File: src/rtl/core/optical_flow_error_accumulator_macros.svh
// assertion macros shared by the optical flow error accumulator rtl
// expects clk_i and rst_ni in the scope where a macro is used
`ifndef OPTICAL_FLOW_ERROR_ACCUMULATOR_MACROS_SVH
`define OPTICAL_FLOW_ERROR_ACCUMULATOR_MACROS_SVH

// antecedent implies consequent in the same cycle
`define OFEA_ASSERT_IMPL(lbl, ante, cons) \
  lbl: assert property (@(posedge clk_i) disable iff (!rst_ni) (ante) |-> (cons)) \
    else $error("ofea assertion failed");

// expression holds on every clock edge out of reset
`define OFEA_ASSERT_ALWAYS(lbl, expr) \
  lbl: assert property (@(posedge clk_i) disable iff (!rst_ni) (expr)) \
    else $error("ofea assertion failed");

`endif

File: src/rtl/core/ofea_pkg.sv
// shared types, constants and tables for the optical flow error accumulator
// no dependencies
`default_nettype none

package ofea_pkg;

  localparam int unsigned FLOW_W     = 24;
  localparam int unsigned CFG_W      = 24;
  localparam int unsigned LIMIT_W    = 23;
  localparam int unsigned MEAN_A_W   = 16;
  localparam int unsigned MEAN_E_W   = 24;
  localparam int unsigned COUNT_W    = 23;
  localparam int unsigned CNT_W      = 25;
  localparam int unsigned MUL_W      = 33;
  localparam int unsigned PROD_W     = 2 * MUL_W;
  localparam int unsigned MAG_W      = 52;
  localparam int unsigned SUM_W      = 48;
  localparam int unsigned SQ_W       = 48;
  localparam int unsigned RAD_W      = 64;
  localparam int unsigned ROOT_W     = RAD_W / 2;
  localparam int unsigned SREM_W     = ROOT_W + 3;
  localparam int unsigned CX_W       = 36;
  localparam int unsigned CZ_W       = 34;
  localparam int unsigned ITER_W     = 5;
  localparam int unsigned DIVS_W     = CNT_W;

  localparam int unsigned MAX_PIXELS_DEF = 4194304;
  localparam int unsigned FLOW_FRAC_DEF  = 8;
  localparam int unsigned ANGLE_FRAC_DEF = 14;

  localparam int unsigned CORDIC_FRAC  = 30;
  localparam int unsigned CORDIC_ITERS = 28;
  localparam logic [CZ_W-1:0] PI_Q30      = 34'd3373259426;
  localparam logic [CZ_W-1:0] HALF_PI_Q30 = 34'd1686629713;

  // mode codes
  localparam logic [1:0] MODE_ALL    = 2'd0;
  localparam logic [1:0] MODE_MASKED = 2'd1;
  localparam logic [1:0] MODE_BAND   = 2'd2;

  // register indexes
  localparam logic [1:0] REG_MODE    = 2'd0;
  localparam logic [1:0] REG_LIMIT   = 2'd1;
  localparam logic [1:0] REG_BAND_LO = 2'd2;
  localparam logic [1:0] REG_BAND_HI = 2'd3;

  localparam logic [LIMIT_W-1:0] LIMIT_RST   = 23'd2560000;
  localparam logic [CFG_W-1:0]   BAND_HI_RST = 24'hFFFFFF;

  typedef struct packed {
    logic signed [FLOW_W-1:0] est_u;
    logic signed [FLOW_W-1:0] est_v;
    logic signed [FLOW_W-1:0] gt_u;
    logic signed [FLOW_W-1:0] gt_v;
    logic                     occluded;
    logic                     last_pixel;
    logic                     est_ok;
    logic                     gt_ok;
  } item_t;

  typedef struct packed {
    logic [MEAN_A_W-1:0] mean_a;
    logic [MEAN_E_W-1:0] mean_e;
    logic [COUNT_W-1:0]  count;
  } res_t;

  typedef struct packed {
    logic             busy;
    logic [CNT_W-1:0] count;
  } back_stat_t;

  function automatic logic [FLOW_W-1:0] abs_flow(input logic signed [FLOW_W-1:0] v);
    abs_flow = v[FLOW_W-1] ? FLOW_W'(-v) : FLOW_W'(v);
  endfunction

  // atan(2^-i) in q30, truncated
  function automatic logic [CZ_W-1:0] atan_q30(input logic [ITER_W-1:0] i);
    case (i)
      5'd0:    atan_q30 = 34'd843314856;
      5'd1:    atan_q30 = 34'd497837829;
      5'd2:    atan_q30 = 34'd263043836;
      5'd3:    atan_q30 = 34'd133525158;
      5'd4:    atan_q30 = 34'd67021686;
      5'd5:    atan_q30 = 34'd33543515;
      5'd6:    atan_q30 = 34'd16775850;
      5'd7:    atan_q30 = 34'd8388437;
      5'd8:    atan_q30 = 34'd4194282;
      5'd9:    atan_q30 = 34'd2097149;
      default: atan_q30 = (34'd1 << (5'd30 - i)) - 34'd1;
    endcase
  endfunction

endpackage

`default_nettype wire

File: src/rtl/core/ofea_front.sv
// front end: takes pixel words, checks component limits, holds a two-entry queue
// depends on ofea_pkg
`default_nettype none

module ofea_front
  import ofea_pkg::*;
(
  input  wire logic                     clk_i,
  input  wire logic                     rst_ni,
  input  wire logic                     push_i,
  output logic                          full_o,
  input  wire logic signed [FLOW_W-1:0] est_u_i,
  input  wire logic signed [FLOW_W-1:0] est_v_i,
  input  wire logic signed [FLOW_W-1:0] gt_u_i,
  input  wire logic signed [FLOW_W-1:0] gt_v_i,
  input  wire logic                     occluded_i,
  input  wire logic                     last_pixel_i,
  input  wire logic [LIMIT_W-1:0]       limit_i,
  input  wire logic                     pop_i,
  output logic                          empty_o,
  output item_t                         item_o
);

  item_t      slot_q [2];
  logic       wr_q, rd_q;
  logic [1:0] level_q;
  logic       do_push, do_pop;
  item_t      new_item;
  logic [FLOW_W-1:0] lim;

  assign lim     = {1'b0, limit_i};
  assign full_o  = (level_q == 2'd2);
  assign empty_o = (level_q == 2'd0);
  assign do_push = push_i && !full_o;
  assign do_pop  = pop_i && !empty_o;
  assign item_o  = slot_q[rd_q];

  always_comb begin
    new_item.est_u      = est_u_i;
    new_item.est_v      = est_v_i;
    new_item.gt_u       = gt_u_i;
    new_item.gt_v       = gt_v_i;
    new_item.occluded   = occluded_i;
    new_item.last_pixel = last_pixel_i;
    new_item.est_ok     = (abs_flow(est_u_i) < lim) && (abs_flow(est_v_i) < lim);
    new_item.gt_ok      = (abs_flow(gt_u_i) < lim) && (abs_flow(gt_v_i) < lim);
  end

  always_ff @(posedge clk_i) begin
    if (do_push) begin
      slot_q[wr_q] <= new_item;
    end
  end

  always_ff @(posedge clk_i or negedge rst_ni) begin
    if (!rst_ni) begin
      wr_q    <= 1'b0;
      rd_q    <= 1'b0;
      level_q <= 2'd0;
    end else begin
      if (do_push) wr_q <= !wr_q;
      if (do_pop)  rd_q <= !rd_q;
      level_q <= level_q + 2'(do_push) - 2'(do_pop);
    end
  end

endmodule

`default_nettype wire

File: config.mk
export PLATFORM = sky130hd
export DESIGN_NAME = ofea_front
export DESIGN_NICKNAME = d
export VERILOG_FILES = /design/src/rtl/core/optical_flow_error_accumulator_macros.svh /design/src/rtl/core/ofea_pkg.sv /design/src/rtl/core/ofea_front.sv
export SDC_FILE = /design/constraint.sdc
export NUM_CORES = 1
export LEC_CHECK = 0
export BUFFER_PORTS_ARGS = -buffer_cell sky130_fd_sc_hd__buf_2
export CORE_ASPECT_RATIO = 1.2
export CORE_MARGIN = 1.5
export CORE_UTILIZATION = 30
export DETAILED_ROUTE_END_ITERATION = 6
export SYNTH_ARGS = -nofsm -noshare
export SYNTH_HDL_FRONTEND = slang
export SYNTH_SLANG_ARGS = --single-unit
export TNS_END_PERCENT = 50
File: constraint.sdc
create_clock -name clk_i -period 9.75 [get_ports clk_i]
set_clock_uncertainty 0.15 [all_clocks]
set_input_delay 0.975 -clock clk_i [delete_from_list [all_inputs] [get_ports clk_i]]
set_output_delay 0.975 -clock clk_i [all_outputs]
set_load 0.02 [all_outputs]
== Yosys cells after proc, flatten, opt, wreduce, memory -nomap -nowiden ==
Memories as Yosys holds them, arrays and structs flattened.
Index checks and enable logic that the tools add are counted.
W data, S select, Z words.

* Bits in writable memories: 200
* Memories: 1
* Flip-flop bits (word level): 4
* Logic and storage cells: 30

* Reduce and logical (&&, ||, !) cells: 9
* Equal/unequal tests: 1
* Add/sub/neg operators: 6
* Multiplexer cells: 6
* $lt $le $gt $ge: 4

{| class="wikitable"
|+ Memory list
! memory !! depth !! bits a word !! read ports !! clocked after memory_dff !! write ports !! line !! text
|-
| slot_q || 2 || 100 || 1 || 0 || 1 || ofea_front.sv:24 || <nowiki>item_t slot_q [2];</nowiki>
|}

{| class="wikitable"
|+ Operators with widths
! kind !! count
|-
| $lt A24 B23 Y1 || 4
|-
| $mux W24 || 4
|-
| $neg A24 Y24 || 4
|-
| $logic_and A1 B1 Y1 || 4
|-
| $logic_not A1 Y1 || 4
|-
| $add A2 B1 Y2 || 1
|-
| $eq A2 B2 Y1 const B || 1
|-
| $logic_not A2 Y1 || 1
|-
| $mux W1 || 2
|-
| $sub A2 B1 Y2 || 1
|}

== Longest topological paths before layout ==
Gate-level depths: netlist of the first run.

* Word-level depth: 5
* Depth in mapped cells: 15
* Depth with buffers taken out: 15

== Worst setup path before layout of the first run ==
OpenSTA, ideal clock, no wires.

* Kind: input to register
* Start point: input port push_i
* End point: memory slot_q[0][0] (netlist name), enable pin
* Path slack: 3809 ps
* Data arrival time: 5232 ps
* Buffers on the path: 0
* Stages: 2
* Cells stage by stage: nand2_1 > nor2_1

* Longest elaborated chain between the ends: 3

{| class="wikitable"
|+ RTL lines
! item !! line !! text
|-
| start, declared || ofea_front.sv:10 || <nowiki>input wire logic push_i,</nowiki>
|-
| $logic_and A1 B1 Y1 || ofea_front.sv:34 || <nowiki>assign do_push = push_i && !full_o;</nowiki>
|-
| $mux W1 || ofea_front.sv:50 || <nowiki>if (do_push) begin</nowiki>
|-
| $mux W1 (not written as such) || ofea_front.sv:51 || <nowiki>slot_q[wr_q] <= new_item;</nowiki>
|-
| end, declared || ofea_front.sv:24 ||
|}

No other way between the ends.

==> results of run 1 <==
routing by layer:
metal	share of wire, %	track usage [%]	up-vias	wire, um
li1	-	-	3644	-
met1	40	17.5	3653	12000
met2	52	28.3	185	15500
met3	5.1	2.66	49	1520
met4	3.0	5.63	6	908
met5	0.11	0	-	32
flip-flops by register name, summed over array words and instances, names as in the netlist:
register	flops
slot_q	200
wr_q	1
level_q	2
rd_q	1
worst max-delay path: stages:
cell,delay (ps)
buf_2,130
or4_4,550
or4_4,460
or3_4,390
nand2b_4,170
o41ai_4,230
xnor2_1,150
ha_1,260
a21o_1,160
a2111oi_0,390
o21ai_0,140
or3_1,320
nor4b_1,430
cell usage in the layout (no fill, tap or decap), types with 11 or more instances in the layout:
master	n
a21oi_1	30
buf_2	226
clkbuf_16	23
edfxtp_1	200
ha_1	94
inv_1	34
mux2_2	100
nand2_1	31
nand2b_1	17
nand4_1	12
nor2_1	11
o21ai_0	45
o31ai_1	20
o41ai_1	13
or3_1	18
or4_1	11
xnor2_1	85
cell families (layout without fill, tap and decap cells):
family,after synthesis,count (layout),share of synthesized area (%)
other cells,0,2,0
xor+xnor,88,88,6.95
simple gates,141,141,7.24
fa+ha+maj,94,94,10.6
flops,204,204,55.0
compound gates,140,140,8.23
mux,100,100,10.1
buf+inv,53,301,1.79
where the power goes:
part / switching, mW / internal, mW / total, mW
logic: 0.705 / 0.445 / 1.15
clock network: 0.333 / 0.429 / 0.762
registers: 0.0655 / 1.20 / 1.27
total: 1.10 / 2.08 / 3.18
worst max path at each step:
stage	to	slack [ps]	startpoint	cells after the start
after floorplan	slot_q[0][0]	3810	push_i	2
after global placement	slot_q[0][1]	4720	est_v_i[5]	13
after detailed placement	slot_q[0][1]	4640	est_v_i[5]	13
after CTS	slot_q[1][1]	5180	est_v_i[5]	13
after global routing	slot_q[0][1]	4930	est_v_i[5]	13
final	slot_q[0][1]	5120	est_v_i[5]	13
cell type report:
type | instances | share of cell area (%)
Inverter | 34 | 0.950
Tap cell | 474 | 4.41
Clock inverter | 9 | 0.354
Antenna cell | 2 | 0.0372
Multi-Input combinational cell | 563 | 35.7
Clock buffer | 28 | 4.42
Timing Repair Buffer | 230 | 8.64
Sequential cell | 204 | 45.5
metrics by stage:
step / area (sq um) / setup slack [ps] / utilization (%) / total power, mW
final: 13400 / 5120 / 36.7 / 3.18
after global routing: 13400 / 4930 / 36.7 / 3.37
after CTS: 13400 / 5180 / 36.7 / 3.25
after detailed placement: 12800 / 4640 / 34.9 / 2.47
after global placement: 12800 / 4720 / 34.9 / 2.45
after floorplan: 11100 / 3810 / - / 2.08
==> key figures, run 1 <==
Route
  – Wire length per cell: 19.4 um
  – DRT iter0 DRCs: 342
  – Post-DRT Antenna Nets: 0
  – Final wirelength: 30.0 mm
  – DRC viols: 0
  – DR vias: 7537
  – First-pass DRT Iterations: 4
  – Vias per cell: 4.88

Synth
  – Most frequent cell after synthesis: edfxtp_1
  – Synth area leaders: edfxtp_1 (54%), ha_1 (11%), mux2_2 (10%)
  – Top_reg_cell synth: edfxtp_1
  – Synth area leader: edfxtp_1
  – Synth Register Bits: 204
  – Post-synthesis cell type count: 45
  – Synth top area share: 54.1%
  – Sequential fraction of the synthesis area: 55.0%
  – Synth async-reset ratio: 1.96%
  – EDFF count, synth: 200
  – Commonest cells post-synth: edfxtp_1 (200), mux2_2 (100), ha_1 (94)
  – Avg Inst Size Synth: 13.5 sq um
  – Post-synthesis cell area: 0.0111 sq mm
  – Yosys warns: 0
  – Syn Nets: 1039
  – Synth Instances: 820

Clocking
  – CTS clk-pin slew, worst paths: 60 ps
  – CTS Buf Count: 22
  – Post-CTS Resized: 0
  – Setup bufs post-CTS: 0
  – Clk buf depth: 3
  – CTS tree: done
  – Clk root buf: clkbuf_16
  – Hold buffers post-CTS: 0
  – H-tree Lvls: 1
  – Clock latency on the worst-skew pair: 510 ps
  – Clock sink count: 204

GRT
  – Vias in the first global route: 7571
  – Gr usage total: 15.3%
  – Initial antenna violation count: 5
  – Maximum number of pins on one net before global-route repair: 72
  – First-pass GRT wire length: 43.1 mm
  – Grt total ovfl: 0

Timing
  – Hold Worst Slack: 112 ps
  – Setup_tns: 0 ps
  – Max Clock Freq: 0.216 GHz
  – Fin crit period: 4630 ps
  – RSZ-0062 raised after global routing: no
  – Ratio of final minimum period to clock period: 47.5%
  – Final hold vios: 0
  – Worst Max-Slew Pin Slew: 1070 ps
  – Final setup fails: 0
  – Count of pins over their slew limit: 0
  – Rel. slew slack: 28.8%

Power
  – Cell Pwr Density: 237 mW/mm^2
  – VDD IR max: 0.000141 V
  – LEAKAGE: 5.12 nW

Placed design
  – IO buf count: 226
  – Dpl cells: 1505
  – Dpl hpwl: 22.0 mm
  – Final GP Congestion: 0.784

Worst hold path
  – Worst hold-check path type: input pin to async pin

Layout
  – Fin nets: 1274
  – Layout cells sized above 1: 34.9%
  – Final std cells w/o fill: 1544
  – Number of fill cells in the layout: 3661
  – Area of the multi-input gates: 0.00480 sq mm
  – Area grow syn2layout: 21.1%
  – Register area: 0.00611 sq mm

Floorplan
  – Core Region: 0.0366 sq mm
  – Die Footprint: 0.0381 sq mm
  – Top-level I/O count: 227
  – Starting Density: 30.3%
  – DIE WIDTH: 179 um
  – Cell Rows: 77
  – Die H: 214 um

Critical path
  – Crit path launch type: input pin
  – CP arrival: 4760 ps
  – CP Data Required Time: 9880 ps
  – Crit Path Class: input pin to flip-flop
  – Crit. End Element: flip-flop
  – R2r setup slk: 7110 ps
  – Crit path max fanout: 5
  – Reg2reg path depth: 5
  – FF-to-FF End: slot_q[0][33]
  – Reg2reg start: level_q[1]

Outcome
  – Status: finished clean

Flow run
  – Max-cap viol count: 0
Note: power is estimated with default switching activity, not from simulation.
==> run 2: changes to the inputs <==
- clock period: 9.75 -> 4.5 ns (I/O delays scaled with it)
==> run 2 against run 1 <==
Against the previous run: setup slack worse by 4900 ps; critical endpoint is now slot_q[1][1]; design area is 2.2% higher; sequential share of layout area shrank 1.0 points; highest routed layer unchanged; global-route usage grew 0.086 points; first-iteration DRC count increased by 20%; largest power group unchanged; flip-flop and latch count unchanged; register-to-register slack lost 4900 ps; combinational power is 120% higher; clock power grew 130%; critical path depth is 1 higher; sequential power rose by 120%; largest cell class unchanged.
==> key figures, run 2 (synthesized netlist as in run 1, its figures left out) <==
Outcome
  – Status: finished clean (unchanged)

Critical path
  – Reg2reg start: level_q[1] (unchanged)
  – Crit path launch type: input pin (unchanged)
  – Slowest cell on the critical path: dlygate4sd3_1 (was or4_4)
  – R2r setup slk: 2210 ps (was 7110 ps)
  – FF-to-FF End: slot_q[1][15] (was slot_q[0][33])
  – Crit path max fanout: 4 (was 5)
  – Worst path top cell family by delay: simple AND/OR/NAND/NOR gates (unchanged)
  – Critical path's largest stage delay: 530 ps (was 550 ps)
  – CP arrival: 4440 ps (was 4760 ps)
  – CP Data Required Time: 4680 ps (was 9880 ps)
  – Crit path cell chain: dlygate4sd3_1 > buf_2 > or3_1 > or4_4 > or3_4 > nand2b_4 > o41ai_4 > xnor2_1 > ha_1 > a21o_1 > a2111oi_2 > o21ai_1 > or3_1 > nor4b_2 (was buf_2 > or4_4 > or4_4 > or3_4 > nand2b_4 > o41ai_4 > xnor2_1 > ha_1 > a21o_1 > a2111oi_0 > o21ai_0 > or3_1 > nor4b_1)
  – Most frequent CP cell: or3_1 (was or4_4)
  – Crit. End Element: flip-flop (unchanged)
  – Crit Path Class: input pin to flip-flop (unchanged)
  – Reg2reg path depth: 3 (was 5)
  – Worst path buffer plus inverter count: 2 (was 1)

Power
  – Total power: 7.04 mW (was 3.18 mW)
  – LEAKAGE: 5.26 nW (was 5.12 nW)
  – Cell Pwr Density: 512 mW/mm^2 (was 237 mW/mm^2)
  – VDD IR max: 0.000301 V (was 0.000141 V)

Placed design
  – Dpl hpwl: 22.1 mm (was 22.0 mm)
  – Final GP Congestion: 0.800 (was 0.784)
  – Dpl cell area: 0.0129 sq mm (was 0.0128 sq mm)
  – IO buf count: 226 (unchanged)
  – Dpl ws: -69.7 ps (was 4640 ps)

Timing
  – Final worst setup slack: 235 ps (was 5120 ps)
  – Final setup fails: 0 (unchanged)
  – Hold Worst Slack: 29.3 ps (was 112 ps)
  – Rel. slew slack: 33.0% (was 28.8%)
  – Fin crit period: 4260 ps
  – Count of pins over their slew limit: 0 (unchanged)
  – Ratio of final minimum period to clock period: 94.8%
  – Max Clock Freq: 0.234 GHz
  – RSZ-0062 raised after global routing: no (unchanged)
  – Final hold vios: 0 (unchanged)
  – Worst Max-Slew Pin Slew: 1010 ps (was 1070 ps)

Route
  – Vias per cell: 4.92 (was 4.88)
  – First-pass DRT Iterations: 5 (was 4)
  – Wire length per cell: 19.3 um (was 19.4 um)
  – DRT iter0 DRCs: 409 (was 342)
  – DR vias: 7718 (was 7537)
  – DRC viols: 0 (unchanged)
  – Post-DRT Antenna Nets: 0 (unchanged)
  – Final wirelength: 30.2 mm (was 30.0 mm)

Layout
  – Fin nets: 1296 (was 1274)
  – Number of fill cells in the layout: 3556 (was 3661)
  – Area grow syn2layout: 23.9% (was 21.1%)
  – Largest Register: slot_q (unchanged)
  – Max FFs per register: 200 (unchanged)
  – Most common cell after layout, fill and taps aside: buf_2 (unchanged)
  – Design Area, Final: 0.0137 sq mm (was 0.0134 sq mm)
  – Commonest non-fill, non-tap cells in the layout: buf_2 (226), edfxtp_1 (200), mux2_2 (100) (unchanged)
  – Layout cells sized above 1: 35.4% (was 34.9%)
  – Top Registers: slot_q x200, level_q x2 (unchanged)

GRT
  – GR peak layer: met2 (unchanged)
  – Met1 global-route usage: 18.4% (was 17.5%)
  – Maximum number of pins on one net before global-route repair: 101 (was 72)
  – Gr usage total: 15.4% (was 15.3%)
  – Grt total ovfl: 0 (unchanged)
  – Vias in the first global route: 7558 (was 7571)
  – Initial antenna violation count: 3 (was 5)
  – Met2 usage: 27.6% (was 28.3%)
  – Global Route met3 Usage: 2.59% (was 2.66%)
  – First-pass GRT wire length: 43.5 mm (was 43.1 mm)

Floorplan
  – Top-level I/O count: 227 (unchanged)
  – Starting Density: 30.3% (unchanged)
  – Die Footprint: 0.0381 sq mm (unchanged)
  – Cell Rows: 77 (unchanged)
  – Die H: 214 um (unchanged)
  – DIE WIDTH: 179 um (unchanged)
  – Core Region: 0.0366 sq mm (unchanged)

Clocking
  – Setup bufs post-CTS: 0 (unchanged)
  – CTS clk-pin slew, worst paths: 60 ps (about the same)
  – Clock sink count: 204 (unchanged)
  – Clock latency on the worst-skew pair: 520 ps (was 510 ps)
  – H-tree Lvls: 1 (unchanged)
  – Clk root buf: clkbuf_16 (unchanged)
  – CTS tree: done (unchanged)
  – Clk buf depth: 3 (unchanged)
  – CTS Buf Count: 22 (unchanged)

Worst hold path
  – Worst hold-check path type: input pin to flip-flop (was input pin to async pin)
  – Hold path start: gt_v_i[5]
  – Hold Path Cell Cnt: 1
  – Worst Hold Path EP: slot_q[0][9]

Flow run
  – Max-cap viol count: 0 (unchanged)
## run 2: cell types whose count changed in the layout (fill, tap and decap cells not counted), sizes merged, moves of 2 or more
cell / change
clkinv: +7
clkbuf: -4
dlygate4sd3: +16
clkinvlp: -2
buf: +6
## run 2: stage by stage
step / setup TNS [ps] / cells / util [%]
final: 0 / 1568 / 37.5
after global routing: 0 / 1568 / 37.5
after CTS: 0 / 1567 / 37.5
after detailed placement: -139 / 1511 / 35.1
after global placement: 0 / 1511 / 35.1
after floorplan: 0 / 820 / -
## run 2: report_power, final
group          switching [mW]  internal (mW)  total (mW)
clock                   0.752          0.993        1.75
sequential              0.218           2.60        2.82
combinational            1.48           1.00        2.48
## run 2: final cells by class
class	count	area, sq um	area share (%)
inverter	34	128	0.929
multi-input combinational	563	4820	35.1
antenna	1	2.50	0.0182
tap	474	593	4.32
clock buffer	24	579	4.22
sequential	204	6110	44.5
clock inverter	16	119	0.865
timing repair buffer	252	1390	10.1
## run 2: layer usage
layer  vias to the layer above  wire length [um]
met1                      3779             12300
met3                        48              1580
met4                         4               902
met2                       200             15400
li1                       3687                 -
met5                         -                22
## run 2: what timing repair did
action                                 4_1_cts  5_1_grt
endpoints found under the hold margin       34        0
hold buffers                                16        0
gates resized for setup                      0        5
setup endpoints to repair                    0        4
## run 2: how the worst max path moves through the flow
stage                     from  slack [ps]  depth (start not counted)           end
floorplan           est_v_i[5]         370                         12  slot_q[0][1]
global placement    est_v_i[5]          30                         13  slot_q[0][1]
detailed placement  est_v_i[5]         -70                         13  slot_q[1][1]
CTS                 est_v_i[0]          30                         14  slot_q[1][1]
global route         gt_u_i[6]          30                         15  slot_q[1][0]
finish              est_v_i[0]         240                         14  slot_q[1][1]
==> run 3: changes to the inputs <==
- RECOVER_POWER: default -> 50
==> run 3 against run 2 <==
Against the previous run: highest routed layer unchanged; routed wire length grew 0.11%; final cell count stayed put; sequential share of layout area grew 0.51 points; the flow now finishes with violations (max-capacitance violations, max-slew violations); clock power about the same; utilization is 0.42 points lower; setup slack better by 5.2 ps; register-to-register slack worse by 1300 ps; die area unchanged; first-iteration DRC count fell by 3.9%; design area fell by 1.1%; critical endpoint unchanged; via count about the same; critical path depth is the same.
==> key figures, run 3 (synthesized netlist as in run 1, its figures left out) <==
Layout
  – Most common cell after layout, fill and taps aside: edfxtp_1 (was buf_2)
  – Max FFs per register: 200 (unchanged)
  – Area grow syn2layout: 22.5% (was 23.9%)
  – Number of fill cells in the layout: 3607 (was 3556)
  – Largest Register: slot_q (unchanged)
  – Top Registers: slot_q x200, level_q x2 (unchanged)
  – Layout cells sized above 1: 26.2% (was 35.4%)
  – Post-layout util: 37.1% (was 37.5%)
  – Fin nets: 1296 (unchanged)
  – Commonest non-fill, non-tap cells in the layout: edfxtp_1 (200), buf_2 (130), clkbuf_1 (101) (was buf_2 (226), edfxtp_1 (200), mux2_2 (100))

Clocking
  – Clk buf depth: 3 (unchanged)
  – H-tree Lvls: 1 (unchanged)
  – Clock latency on the worst-skew pair: 520 ps (about the same)
  – CTS Buf Count: 22 (unchanged)
  – Clk root buf: clkbuf_16 (unchanged)
  – CTS tree: done (unchanged)
  – CTS clk-pin slew, worst paths: 60 ps (about the same)
  – Clock sink count: 204 (unchanged)

Critical path
  – Crit path max fanout: 4 (unchanged)
  – Crit path launch type: input pin (unchanged)
  – Crit. End Element: flip-flop (unchanged)
  – CP Data Required Time: 4680 ps (about the same)
  – Crit Path Class: input pin to flip-flop (unchanged)
  – CP arrival: 4440 ps (about the same)

Placed design
  – Dpl hpwl: 22.1 mm (unchanged)
  – Final GP Congestion: 0.800 (unchanged)
  – Dpl ws: -69.7 ps (unchanged)
  – IO buf count: 226 (unchanged)

Floorplan
  – Top-level I/O count: 227 (unchanged)
  – Cell Rows: 77 (unchanged)
  – Die Footprint: 0.0381 sq mm (unchanged)
  – Core Region: 0.0366 sq mm (unchanged)
  – DIE WIDTH: 179 um (unchanged)
  – Die H: 214 um (unchanged)
  – Starting Density: 30.3% (unchanged)

Route
  – Vias per cell: 4.92 (about the same)
  – Wire length per cell: 19.3 um (about the same)
  – DRC viols: 0 (unchanged)
  – First-pass DRT Iterations: 5 (unchanged)
  – Post-DRT Antenna Nets: 0 (unchanged)
  – Final wirelength: 30.2 mm (about the same)
  – DR vias: 7716 (was 7718)
  – DRT iter0 DRCs: 393 (was 409)

Timing
  – Final worst setup slack: 241 ps (was 235 ps)
  – Rel. slew slack: -93.8% (was 33.0%)
  – Ratio of final minimum period to clock period: 94.7% (was 94.8%)
  – Worst Max-Slew Pin Slew: 2910 ps (was 1010 ps)
  – RSZ-0062 raised after global routing: no (unchanged)
  – Max Clock Freq: 0.235 GHz (was 0.234 GHz)
  – Final setup fails: 0 (unchanged)
  – Setup_tns: 0 ps (unchanged)
  – Count of pins over their slew limit: 149 (was 0)
  – Final hold vios: 0 (unchanged)
  – Fin crit period: 4260 ps (about the same)

GRT
  – Gr usage total: 15.4% (unchanged)
  – Maximum number of pins on one net before global-route repair: 101 (unchanged)
  – Vias in the first global route: 7558 (unchanged)
  – Initial antenna violation count: 2 (was 3)
  – First-pass GRT wire length: 43.5 mm (unchanged)
  – Grt total ovfl: 0 (unchanged)

Outcome
  – Status: finished with violations (was finished clean)
  – Failing checks: max-capacitance violations, max-slew violations

Worst hold path
  – Worst hold-check path type: input pin to flip-flop (unchanged)

Power
  – Cell Pwr Density: 518 mW/mm^2 (was 512 mW/mm^2)
  – LEAKAGE: 4.98 nW (was 5.26 nW)
  – VDD IR max: 0.000302 V (was 0.000301 V)

Flow run
  – Max-cap viol count: 2 (was 0)
-- run 3: worst paths after layout --
check / start / endpoint / slack (ps) / cells past startpoint
worst max-delay path: est_v_i[0] / slot_q[1][1] / 240 / 14
worst min-delay path: gt_v_i[5] / slot_q[0][9] / 100 / 1
worst max register to register: level_q[1] / slot_q[1][15] / 880 / 3
worst min register to register: level_q[1] / level_q[1] / 380 / 1
max in group asynchronous: rst_ni / rd_q / 3860 / 2
min in group asynchronous: rst_ni / level_q[0] / 140 / 2
-- run 3: area by class of cell --
| class | count | area, sq um | share of cell area (%) |
|---|---|---|---|
| repair buffers | 252 | 1240 | 9.14 |
| diodes | 1 | 2.50 | 0.0184 |
| multi-input cells | 563 | 4810 | 35.4 |
| inverters | 34 | 128 | 0.939 |
| well taps | 474 | 593 | 4.37 |
| clock buffers | 24 | 579 | 4.26 |
| clock inverters | 16 | 119 | 0.875 |
| flip-flops and latches | 204 | 6110 | 45.0 |
-- run 3: metal layers --
| metal | vias to the layer above | track usage [%] | part of all wire (%) |
|---|---|---|---|
| li1 | 3689 | - | - |
| met1 | 3778 | 18.4 | 41 |
| met2 | 201 | 27.6 | 51 |
| met3 | 46 | 2.59 | 5.2 |
| met4 | 2 | 5.72 | 3.0 |
| met5 | - | 0 | 0.036 |
-- run 3: what timing repair did --
item                                   CTS  global route
setup endpoints to repair                0             4
hold buffers                            16             0
buffers inserted                         0             0
endpoints found under the hold margin   34             0
resized for setup                        0             5
-- run 3: power breakdown --
part	switching (mW)	internal [mW]	leakage (nW)
Combinational	1.47	0.972	2.73
Sequential	0.218	2.63	1.90
Clock	0.752	0.993	0.349
Total	2.44	4.60	4.98
-- run 3: through the flow --
step | hold WS [ps] | area, sq um | power [mW] | std cells
finish | 104 | 13600 | 7.04 | 1568
global placement | 109 | 12900 | 5.33 | 1511
CTS | 1.78 | 13700 | 7.16 | 1567
detailed placement | 112 | 12900 | 5.37 | 1511
global route | 87.3 | 13600 | 7.44 | 1568
floorplan | 4.41 | 11100 | 4.48 | 820
-- run 3: critical path: stages --
cell and delay (ps):
dlygate4sd3_1 540, clkbuf_1 130, or3_1 360, or4_4 530
or3_4 400, nand2b_4 160, o41ai_4 230, xnor2_1 160
ha_1 270, a21o_1 170, a2111oi_2 360, o21ai_1 100
or3_1 330, nor4b_2 250
